### config.mk
export PLATFORM = sky130hd
export DESIGN_NAME = fifo_page_replacement
export DESIGN_NICKNAME = d
export VERILOG_FILES = /design/src/fpr_pkg.sv /design/src/fpr_ram.sv /design/src/fifo_page_replacement.sv
export VERILOG_INCLUDE_DIRS = /design/src /design/src/src
export SDC_FILE = /design/constraint.sdc
export NUM_CORES = 1
export LEC_CHECK = 0
export BUFFER_PORTS_ARGS = -buffer_cell sky130_fd_sc_hd__clkbuf_2
export CORE_MARGIN = 2
export CORE_UTILIZATION = 51
export DETAILED_ROUTE_END_ITERATION = 16
export HOLD_SLACK_MARGIN = 0.06
export PLACE_DENSITY = 0.67
export SLEW_MARGIN = 30
export SYNTH_ARGS = -nofsm -noshare
export SYNTH_HDL_FRONTEND = slang
export SYNTH_SLANG_ARGS = --single-unit
### constraint.sdc
create_clock -name clock -period 8.7 [get_ports clock]
set_clock_uncertainty 0.2 [all_clocks]
set_input_delay 2.61 -clock clock [delete_from_list [all_inputs] [get_ports clock]]
set_output_delay 2.61 -clock clock [all_outputs]
set_load 0.005 [all_outputs]
### src/fifo_page_replacement_macros.svh
// Assertion macros for the page replacement block.
// Each macro expands to one concurrent assertion checked on the rising edge
// of clk, disabled while rst is high.
`ifndef FIFO_PAGE_REPLACEMENT_MACROS_SVH
`define FIFO_PAGE_REPLACEMENT_MACROS_SVH

`ifndef SYNTHESIS

// Same-cycle implication
`define FPR_ASSERT_NOW(label, clk, rst, ante, cons, msg) \
   label: assert property (@(posedge clk) disable iff (rst) (ante) |-> (cons)) \
      else $error(msg);

// Next-cycle implication
`define FPR_ASSERT_NEXT(label, clk, rst, ante, cons, msg) \
   label: assert property (@(posedge clk) disable iff (rst) (ante) |=> (cons)) \
      else $error(msg);

`else

`define FPR_ASSERT_NOW(label, clk, rst, ante, cons, msg)
`define FPR_ASSERT_NEXT(label, clk, rst, ante, cons, msg)

`endif

`endif

### src/fpr_pkg.sv
package fpr_pkg;

   // Default table sizes
   localparam int PAGES_DEF  = 64;
   localparam int FRAMES_DEF = 16;

   // Width of the saturating fault counter
   localparam int FAULT_W = 32;

   // Read and write control of one table memory
   typedef struct packed {
      logic rd_en;
      logic wr_en;
   } ram_ctl_type;

endpackage

### src/fpr_ram.sv
module fpr_ram
   import fpr_pkg::*;
#(
   parameter int DEPTH = PAGES_DEF,
   parameter int AW    = 6,
   parameter int WIDTH = 8
) (
   input  logic             clock,
   input  ram_ctl_type      ctl,
   input  logic [AW-1:0]    wr_addr,
   input  logic [WIDTH-1:0] wr_data,
   input  logic [AW-1:0]    rd_addr,
   output logic [WIDTH-1:0] rd_data
);

   logic [WIDTH-1:0] mem [DEPTH];
   logic [WIDTH-1:0] rd_data_ff;

   // Write one entry
   always_ff @(posedge clock) begin
      if (ctl.wr_en) begin
         mem[wr_addr] <= wr_data;
      end
   end

   // Registered read; hold the last word when no read is issued
   always_ff @(posedge clock) begin
      if (ctl.rd_en) begin
         rd_data_ff <= mem[rd_addr];
      end
   end

   assign rd_data = rd_data_ff;

endmodule

### src/fifo_page_replacement.sv
// A hit delivers its item straight from the page table lookup; a miss also
// passes through S_WRITE and, once eviction checks run, first reads the frame
// table (S_FRAME) and the page table again (S_CHECK); table reads are registered.
// Only one item is in flight, paced by the serial read-modify-write sequence
// on the page table memory; rsp_stall can hold a result and the next item.
// Reset is synchronous; afterwards the page table is swept invalid entry by
// entry, during which req_stall stays high.
module fifo_page_replacement
   import fpr_pkg::*;
#(
   parameter int PAGES  = PAGES_DEF,
   parameter int FRAMES = FRAMES_DEF,
   localparam int PW    = $clog2(PAGES),
   localparam int FW    = (FRAMES > 1) ? $clog2(FRAMES) : 1,
   localparam int CW    = $clog2(FRAMES + 1)
) (
   input  logic               clock,
   input  logic               reset,

   input  logic               csr_valid,
   output logic               csr_ready,
   input  logic [CW-1:0]      csr_frames_in_use,

   input  logic               req_valid,
   output logic               req_stall,
   input  logic [PW-1:0]      req_page,

   output logic               rsp_valid,
   input  logic               rsp_stall,
   output logic               rsp_hit,
   output logic [FW-1:0]      rsp_frame,
   output logic               rsp_evicted_valid,
   output logic [PW-1:0]      rsp_evicted_page,
   output logic [FAULT_W-1:0] rsp_fault_total
);

`include "fifo_page_replacement_macros.svh"

   typedef enum logic [5:0] {
      S_CLEAR = 6'b000001,
      S_IDLE  = 6'b000010,
      S_LOOK  = 6'b000100,
      S_FRAME = 6'b001000,
      S_CHECK = 6'b010000,
      S_WRITE = 6'b100000
   } state_type;

   localparam int PTW = FW + 1;

   state_type          state_ff, state_in;
   logic [PW-1:0]      clr_ff, clr_in;
   logic [CW-1:0]      frames_ff;
   logic [FW-1:0]      next_frame_ff, next_frame_in;
   logic               all_filled_ff, all_filled_in;
   logic [FAULT_W-1:0] faults_ff, faults_in;
   logic [PW-1:0]      page_ff, page_in;
   logic [FW-1:0]      cur_ff, cur_in;
   logic [PW-1:0]      old_ff, old_in;
   logic               ev_ff, ev_in;

   logic               rsp_valid_ff, rsp_valid_in;
   logic               rsp_hit_ff, rsp_hit_in;
   logic [FW-1:0]      rsp_frame_ff, rsp_frame_in;
   logic               rsp_ev_ff, rsp_ev_in;
   logic [PW-1:0]      rsp_evp_ff, rsp_evp_in;
   logic [FAULT_W-1:0] rsp_faults_ff, rsp_faults_in;

   ram_ctl_type        pt_ctl, ft_ctl;
   logic [PW-1:0]      pt_wr_addr, pt_rd_addr;
   logic [PTW-1:0]     pt_wr_data, pt_rd_data;
   logic [FW-1:0]      ft_wr_addr, ft_rd_addr;
   logic [PW-1:0]      ft_wr_data, ft_rd_data;

   logic [CW-1:0]      n_frames;
   logic [CW-1:0]      cur_inc;
   logic               can_load;
   logic [PW-1:0]      req_page_mod;
   logic [PW-1:0]      ft_page_mod;

   // Page table: valid bit over frame number
   fpr_ram #(.DEPTH(PAGES), .AW(PW), .WIDTH(PTW)) u_page_table (
      .clock   (clock),
      .ctl     (pt_ctl),
      .wr_addr (pt_wr_addr),
      .wr_data (pt_wr_data),
      .rd_addr (pt_rd_addr),
      .rd_data (pt_rd_data)
   );

   // Frame table: page held in each frame
   fpr_ram #(.DEPTH(FRAMES), .AW(FW), .WIDTH(PW)) u_frame_table (
      .clock   (clock),
      .ctl     (ft_ctl),
      .wr_addr (ft_wr_addr),
      .wr_data (ft_wr_data),
      .rd_addr (ft_rd_addr),
      .rd_data (ft_rd_data)
   );

   // Clamp the frame count to 1..FRAMES
   always_comb begin
      if (frames_ff == '0) begin
         n_frames = CW'(1);
      end else if (frames_ff > CW'(FRAMES)) begin
         n_frames = CW'(FRAMES);
      end else begin
         n_frames = frames_ff;
      end
   end

   // Fold page numbers into the table range
   assign req_page_mod = ({1'b0, req_page} >= (PW+1)'(PAGES)) ?
                         PW'(req_page - PW'(PAGES)) : req_page;
   assign ft_page_mod  = ({1'b0, ft_rd_data} >= (PW+1)'(PAGES)) ?
                         PW'(ft_rd_data - PW'(PAGES)) : ft_rd_data;

   assign cur_inc   = CW'(cur_ff) + CW'(1);
   assign can_load  = !rsp_valid_ff || !rsp_stall;
   assign csr_ready = 1'b1;
   assign req_stall = (state_ff != S_IDLE);

   // Sequence one item through the tables
   always_comb begin
      state_in      = state_ff;
      clr_in        = clr_ff;
      next_frame_in = next_frame_ff;
      all_filled_in = all_filled_ff;
      faults_in     = faults_ff;
      page_in       = page_ff;
      cur_in        = cur_ff;
      old_in        = old_ff;
      ev_in         = ev_ff;

      rsp_valid_in  = rsp_valid_ff && rsp_stall;
      rsp_hit_in    = rsp_hit_ff;
      rsp_frame_in  = rsp_frame_ff;
      rsp_ev_in     = rsp_ev_ff;
      rsp_evp_in    = rsp_evp_ff;
      rsp_faults_in = rsp_faults_ff;

      pt_ctl        = '0;
      pt_wr_addr    = page_ff;
      pt_wr_data    = {1'b1, cur_ff};
      pt_rd_addr    = req_page_mod;
      ft_ctl        = '0;
      ft_wr_addr    = cur_ff;
      ft_wr_data    = page_ff;
      ft_rd_addr    = cur_ff;

      case (state_ff)
         S_CLEAR: begin
            // Sweep every page entry invalid
            pt_ctl.wr_en = 1'b1;
            pt_wr_addr   = clr_ff;
            pt_wr_data   = '0;
            clr_in       = PW'(clr_ff + PW'(1));
            if (clr_ff == PW'(PAGES - 1)) begin
               state_in = S_IDLE;
            end
         end
         S_IDLE: begin
            // Take an item and start the page lookup
            if (req_valid) begin
               pt_ctl.rd_en = 1'b1;
               page_in      = req_page_mod;
               state_in     = S_LOOK;
            end
         end
         S_LOOK: begin
            ev_in = 1'b0;
            if (pt_rd_data[FW]) begin
               // Hit: report the resident frame
               if (can_load) begin
                  rsp_valid_in  = 1'b1;
                  rsp_hit_in    = 1'b1;
                  rsp_frame_in  = pt_rd_data[FW-1:0];
                  rsp_ev_in     = 1'b0;
                  rsp_evp_in    = '0;
                  rsp_faults_in = faults_ff;
                  state_in      = S_IDLE;
               end
            end else begin
               // Miss: pick the victim frame, wrapping a stale pointer
               if (CW'(next_frame_ff) >= n_frames) begin
                  cur_in        = '0;
                  all_filled_in = 1'b1;
               end else begin
                  cur_in = next_frame_ff;
               end
               if (all_filled_ff || (CW'(next_frame_ff) >= n_frames)) begin
                  ft_ctl.rd_en = 1'b1;
                  ft_rd_addr   = cur_in;
                  state_in     = S_FRAME;
               end else begin
                  state_in = S_WRITE;
               end
            end
         end
         S_FRAME: begin
            // Look up the page the frame last held
            old_in       = ft_page_mod;
            pt_ctl.rd_en = 1'b1;
            pt_rd_addr   = ft_page_mod;
            state_in     = S_CHECK;
         end
         S_CHECK: begin
            // Evict that page only if it still maps to this frame
            if (pt_rd_data[FW] && (pt_rd_data[FW-1:0] == cur_ff)) begin
               pt_ctl.wr_en = 1'b1;
               pt_wr_addr   = old_ff;
               pt_wr_data   = '0;
               ev_in        = 1'b1;
            end
            state_in = S_WRITE;
         end
         S_WRITE: begin
            // Load the page, advance the pointer and count the fault
            if (can_load) begin
               pt_ctl.wr_en = 1'b1;
               ft_ctl.wr_en = 1'b1;
               if (cur_inc >= n_frames) begin
                  next_frame_in = '0;
                  all_filled_in = 1'b1;
               end else begin
                  next_frame_in = FW'(cur_inc);
               end
               if (faults_ff != '1) begin
                  faults_in = faults_ff + FAULT_W'(1);
               end
               rsp_valid_in  = 1'b1;
               rsp_hit_in    = 1'b0;
               rsp_frame_in  = cur_ff;
               rsp_ev_in     = ev_ff;
               rsp_evp_in    = ev_ff ? old_ff : '0;
               rsp_faults_in = (faults_ff != '1) ? faults_ff + FAULT_W'(1) : faults_ff;
               state_in      = S_IDLE;
            end
         end
         default: begin
            state_in = S_IDLE;
         end
      endcase
   end

   // Control registers
   always_ff @(posedge clock) begin
      if (reset) begin
         state_ff      <= S_CLEAR;
         clr_ff        <= '0;
         frames_ff     <= CW'(FRAMES);
         next_frame_ff <= '0;
         all_filled_ff <= 1'b0;
         faults_ff     <= '0;
         rsp_valid_ff  <= 1'b0;
      end else begin
         state_ff      <= state_in;
         clr_ff        <= clr_in;
         next_frame_ff <= next_frame_in;
         all_filled_ff <= all_filled_in;
         faults_ff     <= faults_in;
         rsp_valid_ff  <= rsp_valid_in;
         if (csr_valid && csr_ready) begin
            frames_ff <= csr_frames_in_use;
         end
      end
   end

   // Item and result payload
   always_ff @(posedge clock) begin
      page_ff       <= page_in;
      cur_ff        <= cur_in;
      old_ff        <= old_in;
      ev_ff         <= ev_in;
      rsp_hit_ff    <= rsp_hit_in;
      rsp_frame_ff  <= rsp_frame_in;
      rsp_ev_ff     <= rsp_ev_in;
      rsp_evp_ff    <= rsp_evp_in;
      rsp_faults_ff <= rsp_faults_in;
   end

   assign rsp_valid         = rsp_valid_ff;
   assign rsp_hit           = rsp_hit_ff;
   assign rsp_frame         = rsp_frame_ff;
   assign rsp_evicted_valid = rsp_ev_ff;
   assign rsp_evicted_page  = rsp_evp_ff;
   assign rsp_fault_total   = rsp_faults_ff;

   `FPR_ASSERT_NOW(a_hit_no_evict, clock, reset,
      rsp_valid_ff && rsp_hit_ff, !rsp_ev_ff, "hit item reports an eviction")
   `FPR_ASSERT_NOW(a_evict_when_full, clock, reset,
      rsp_valid_ff && rsp_ev_ff, all_filled_ff, "eviction before all frames filled")
   `FPR_ASSERT_NEXT(a_fault_step, clock, reset,
      (state_ff == S_WRITE) && can_load && (faults_ff != '1),
      faults_ff == $past(faults_ff) + FAULT_W'(1), "fault counter did not advance on a miss")
   `FPR_ASSERT_NOW(a_clear_stalls, clock, reset,
      state_ff == S_CLEAR, req_stall && !rsp_valid_ff, "item activity during table clear")

endmodule
Word-level counts from Yosys, hierarchy flattened
Memories as Yosys holds them, arrays and structs flattened. A register that Yosys moved wholly into a read port is not among the register bits.
Cells that the tools add are included.
- muxes and demuxes: 62
- reduce and logical (&&, ||, !) cells: 16
- $lt $le $gt $ge: 3
- eq/ne operators: 19
- add/sub/neg operators: 3
- bitwise gates (word level): 1
- operators by type and width (operator ; number):
    2-to-1 mux 32 bit ; 4
    2-to-1 mux 6 bit ; 11
    one-hot mux 32 bit (2 select lines) ; 1
    one-hot mux 6 bit (6 select lines) ; 1
    adder 32 x 1 -> 32 bit, second input constant ; 1
    2-to-1 mux 4 bit ; 8
    != test 32 bit, second input constant ; 1
    one-hot mux 6 bit (2 select lines) ; 2
    2-to-1 mux 1 bit ; 23
    != test 2 bit, second input constant ; 8
    2-to-1 mux 5 bit ; 3
    == test 6 bit, second input constant ; 2
    one-hot mux 1 bit (2 select lines) ; 6
    one-hot mux 5 bit (2 select lines) ; 1
    AND reduction 2 bit ; 5
    one-hot mux 4 bit (2 select lines) ; 1
    adder 6 x 1 -> 6 bit, second input constant ; 1
    == test 6 x 1 -> 1 bit, second input constant ; 1
    == test 6 x 2 -> 1 bit, second input constant ; 1
    == test 6 x 3 -> 1 bit, second input constant ; 1
    == test 6 x 4 -> 1 bit, second input constant ; 1
    == test 6 x 5 -> 1 bit, second input constant ; 1
    != test 6 x 2 -> 1 bit, second input constant ; 1
    adder 4 x 1 -> 5 bit, second input constant ; 1
    other kinds (14) ; 18
- bits of input ports: 16
- memory bits (writable): 416
- output and inout bits: 47
- bits in registers: 116
- word-level logic and storage cells: 122
- memories kept: 2
- memory list (memory ; depth ; bits a word ; read ports ; clocked after Yosys merged registers in ; wr ports ; RTL line ; RTL):
    u_page_table.mem ; 64 ; 5 ; 1 ; 1 ; 1 ; fpr_ram.sv:16 ; logic [WIDTH-1:0] mem [DEPTH];
    u_frame_table.mem ; 16 ; 6 ; 1 ; 1 ; 1 ; fpr_ram.sv:16 ;

Longest topological paths before layout
- depth after elaboration: 8
- depth in mapped cells: 13
- mapped depth without buffers: 12

Cells and area by module
A second synthesis with hierarchy kept.
- cells, all modules: 1349
- area, all modules: 22387.7 um^2
- by module, submodules not included (module ; area an instance (um^2) ; instances ; seq. area each (um^2) ; cells each):
    fpr_ram at u_page_table ; 12818.5 ; 1 ; 9759.4 ; 610
    fifo_page_replacement ; 5614.1 ; 1 ; 2932.8 ; 561
    fpr_ram at u_frame_table ; 3955.0 ; 1 ; 3062.9 ; 178

Least setup slack after synthesis
OpenSTA, ideal clock, no wires.
- kind: input -> register
- start point: input rsp_stall
- end point: register rsp_evp_ff[0] (netlist: rsp_evicted_page[0]), enable pin
- path slack: 3.055 ns
- buffers on the path: 0
- cell stages on the path: 2
- data required time: 8.038 ns
- arrival: 4.983 ns
- setup time: 0.462 ns
- cells stage by stage: and2_1 a21oi_1
- word-level cells in the longest chain between the ends: 4
- elaborated cells between the ends (all ways): 5
- RTL lines (element ; RTL line ; RTL):
    start: declaration ; fifo_page_replacement.sv:29 ; input logic rsp_stall,
    zero test 1 bit (*) ; fifo_page_replacement.sv:118 ; assign can_load = !rsp_valid_ff || !rsp_stall;
    logical OR 1 bit (*) ; fifo_page_replacement.sv:118 ;
    != test 2 bit (no line) ; - ;
    AND reduction 4 bit (no line) (*) ; - ;
    end signal: assignment ; fifo_page_replacement.sv:277 ; rsp_evp_ff <= rsp_evp_in;
    end: declaration ; fifo_page_replacement.sv:65 ; logic [PW-1:0] rsp_evp_ff, rsp_evp_in;
Mark *: on every way between the ends. The rest lies on a longest branch, timed or not.
A chain may end at the register's enable or synchronous reset.

Worst setup path after layout
- start point: input req_page[1]
- end point: register u_page_table.rd_data_ff[2] (netlist: u_page_table.rd_data[2]) (read register of u_page_table.mem) (data pin)
- word-level cells in the longest chain between the ends: 1
- RTL lines (element ; RTL line ; RTL):
    start: declaration ; fifo_page_replacement.sv:26 ; input logic [PW-1:0] req_page,
    2-to-1 mux 6 bit ; fifo_page_replacement.sv:150 ; case (state_ff)
    end: declaration ; fpr_ram.sv:17 ; logic [WIDTH-1:0] rd_data_ff;
Every way passes these cells.

==> reports/qor.txt <==
Clk slew on worst S/H paths - 0.06 ns
Synthesized instance count - 1711
Worst Hold Depth - 2
Syn_area_per_cell - 13.4 sq um
Vias - 14500
Slowest stage delay, CP - 0.60 ns
Wire length per cell - 23.1 um
Critical Path AT - 5.27 ns
Met1 Use GR - 35.1%
Element type at the critical path end - flip-flop
Initial antenna violation count - 2
Final period utilization - 59.0%
Met2 Usage GRT - 36.3%
Row count - 77
Hold WS - 0.305 ns
Cts hold-fix bufs - 0
Share of layout cells above drive strength 1 - 12.1%
Ports - 63
Most common cell after layout, fill and taps aside - edfxtp_1
Post-Synth XOR/XNOR Area - 2.63%
Synth Area in Adders - 0.816%
All-Layer GR Usage - 24.0%
Setup Total Neg Slack - 0 ns
Max Root-Sink Buffers - 3
RSZ-0062 raised after global routing - no
Antenna viol nets, final - 0
Max Slew Vio Count - 0
Die Wd - 216 um
Mux share of post-synthesis cell area - 4.67%
Core ar. - 44400 sq um
Syn_nets - 1742
First-iteration detailed-routing DRC count - 1613
Number of global-route vias before repair - 14000
Simple-Gate Fraction of Synth Area - 12.2%
Drt total wl - 55700 um
Grt peak-use layer - met2
Slowest-stage cell, CP - nand2_2
Post-synthesis compound-gate area fraction - 9.20%
Area grow syn2layout - 11.6%
Worst Path Required - 8.83 ns
Post-synth EDFFs - 488
Max Cap Violations - 0
Clk sinks - 543
Hold Path Class - reg2reg
Max_slew headroom - 37.8%
FF-to-FF path depth - 7
Status - complete, no violations
Overflow after GRT - 0
Largest family of logic cells by synthesized area - simple AND/OR/NAND/NOR gates
Tmin final - 5.13 ns
Via density - 6.03
CTS tree - built
Yosys cell types - 81
Setup CP Type - in2reg
Latest clock arrival within the worst-skew pair - 0.62 ns
First-pass GRT wire length - 84900 um
Pin count of the biggest net entering global routing - 65
Die Y - 216 um
Crit-path max FO - 30
DRC viols - 0
CTS root buffer - clkbuf_16
Initial Util - 51.8%
Crit-path cells - clkbuf_2 -> o21ai_2 -> nand2_2 -> mux2_1 -> a2111oi_0 -> o2111a_1 -> nand4_1
Register bit total from synthesis - 543
H-tree depth - 2
# setup viols final - 0
Nets - 1803
Die Area - 46800 sq um
Lkg Pwr - 8.97 nW
Main synth FF type - edfxtp_1
Worst-Margin Slew - 0.927 ns
Routing usage on met3 - 5.00%
Post-CTS sizing - 0
Ys async rst share - 0%
GPL Wtd Cong - 0.884
Placed Instance Area - 23900 sq um
Post-synthesis sequential area ratio - 68.5%
Hpwl dp - 37200 um
Power Dens Cells - 213 nW/um^2
Setup Fix Bufs, Post-CTS - 0
YS warnings - 0
Crit start category - input port
DR pass1 iterations - 5
Mapped cell area - 23000 sq um
I/O Buffers - 61
Max Fclk - 195 MHz
Hold Vio Cnt, Final - 0
Most frequent cells in the layout - 488 x edfxtp_1, 163 x nor2_1, 146 x nand2_1, 96 x mux2i_1, 71 x nand3_1
CTS buffer count - 54
Peak supply drop - 0.000155 V
Fin area - 25700 sq um
-- synth_stat cells (7+ instances only) --
master	number	area [sq um]
a2111oi_0	15	131
a211oi_1	30	225
a21o_1	7	52.6
a21oi_1	54	270
a221oi_1	10	87.6
a2bb2oi_1	9	78.8
a31o_2	13	114
a31oi_1	17	106
and2_1	21	131
and3_1	40	250
buf_2	23	115
clkbuf_1	45	169
dfxtp_1	55	1100
edfxtp_1	488	14700
ha_1	15	188
inv_1	24	90.1
mux2_2	7	78.8
mux2i_1	96	961
nand2_1	147	552
nand2b_1	19	119
nand3_1	71	355
nand4_1	27	169
nor2_1	163	612
nor3_1	14	70.1
nor4_1	17	106
o21ai_0	55	275
o22ai_1	27	169
xnor2_1	30	263
xor2_1	39	342
-- metal layers --
layer / wire length (um) / share of wire, %
met2: 24900 / 45
met4: 1540 / 2.8
met3: 4840 / 8.7
met1: 24500 / 44
met5: 0 / 0
-- metrics by stage --
step | setup WS [ns] | instances | util, % | power, mW
after floorplan | 3.06 | 1711 | - | 3.13
after global placement | 3.12 | 2306 | 53.8 | 3.24
after detailed placement | 2.98 | 2308 | 53.9 | 3.25
after CTS | 3.65 | 2406 | 57.8 | 5.49
after global routing | 3.41 | 2407 | 57.8 | 5.62
final | 3.57 | 2408 | 57.8 | 5.46
-- critical path: cells and delay by family --
family / cells / cell delay [ns]
compound gates: 3 / 1.19
buf+inv: 1 / 0.19
mux: 1 / 0.52
simple gates: 2 / 0.72
-- state kept, by name (all words and copies together), names as in the netlist, 5 cells and up --
| name | flops |
|---|---|
| state_ff | 6 |
| rsp_evicted_page | 6 |
| old_ff | 6 |
| frames_ff | 5 |
| u_page_table.mem | 320 |
| rsp_fault_total | 32 |
| u_frame_table.mem | 96 |
| ft_wr_data | 6 |
| u_page_table.rd_data | 5 |
| clr_ff | 6 |
| u_frame_table.rd_data | 6 |
| faults_ff | 32 |
-- final cells by class --
cell class	count	area, sq um
fillers	3476	18700
clock inverters	31	280
well taps	592	741
flip-flops and latches	543	15800
inverters	26	97.6
multi-input cells	1065	6880
repair buffers	82	480
clock buffers	67	1440
diodes	2	5.00
-- where the power goes --
part | switching [mW] | internal [mW]
combinational | 0.225 | 0.0832
clock | 0.966 | 1.29
sequential | 0.0188 | 2.88
total | 1.21 | 4.25
-- cell families (layout without fill, tap and decap cells) --
family,count (synthesis),count (layout)
AND/OR/NAND/NOR,573,573
XOR/XNOR,69,69
other,1,3
flip-flops,543,543
AO/OA/AOI/OAI,301,301
multiplexers,106,106
adder cells (fa/ha/maj),15,15
buffers and inverters,103,206
-- path summary, 6_finish.rpt --
| check | startpoint | slack, ns | endpoint |
|---|---|---|---|
| hold / removal | clr_ff[5] | 0.31 | clr_ff[5] |
| setup reg to reg | state_ff[2] | 4.35 | u_page_table.mem[63][2] |
| setup / recovery | req_page[1] | 3.57 | u_page_table.rd_data[2] |
| hold reg to reg | clr_ff[5] | 0.31 | clr_ff[5] |
Power figures use the tool's default switching activity.
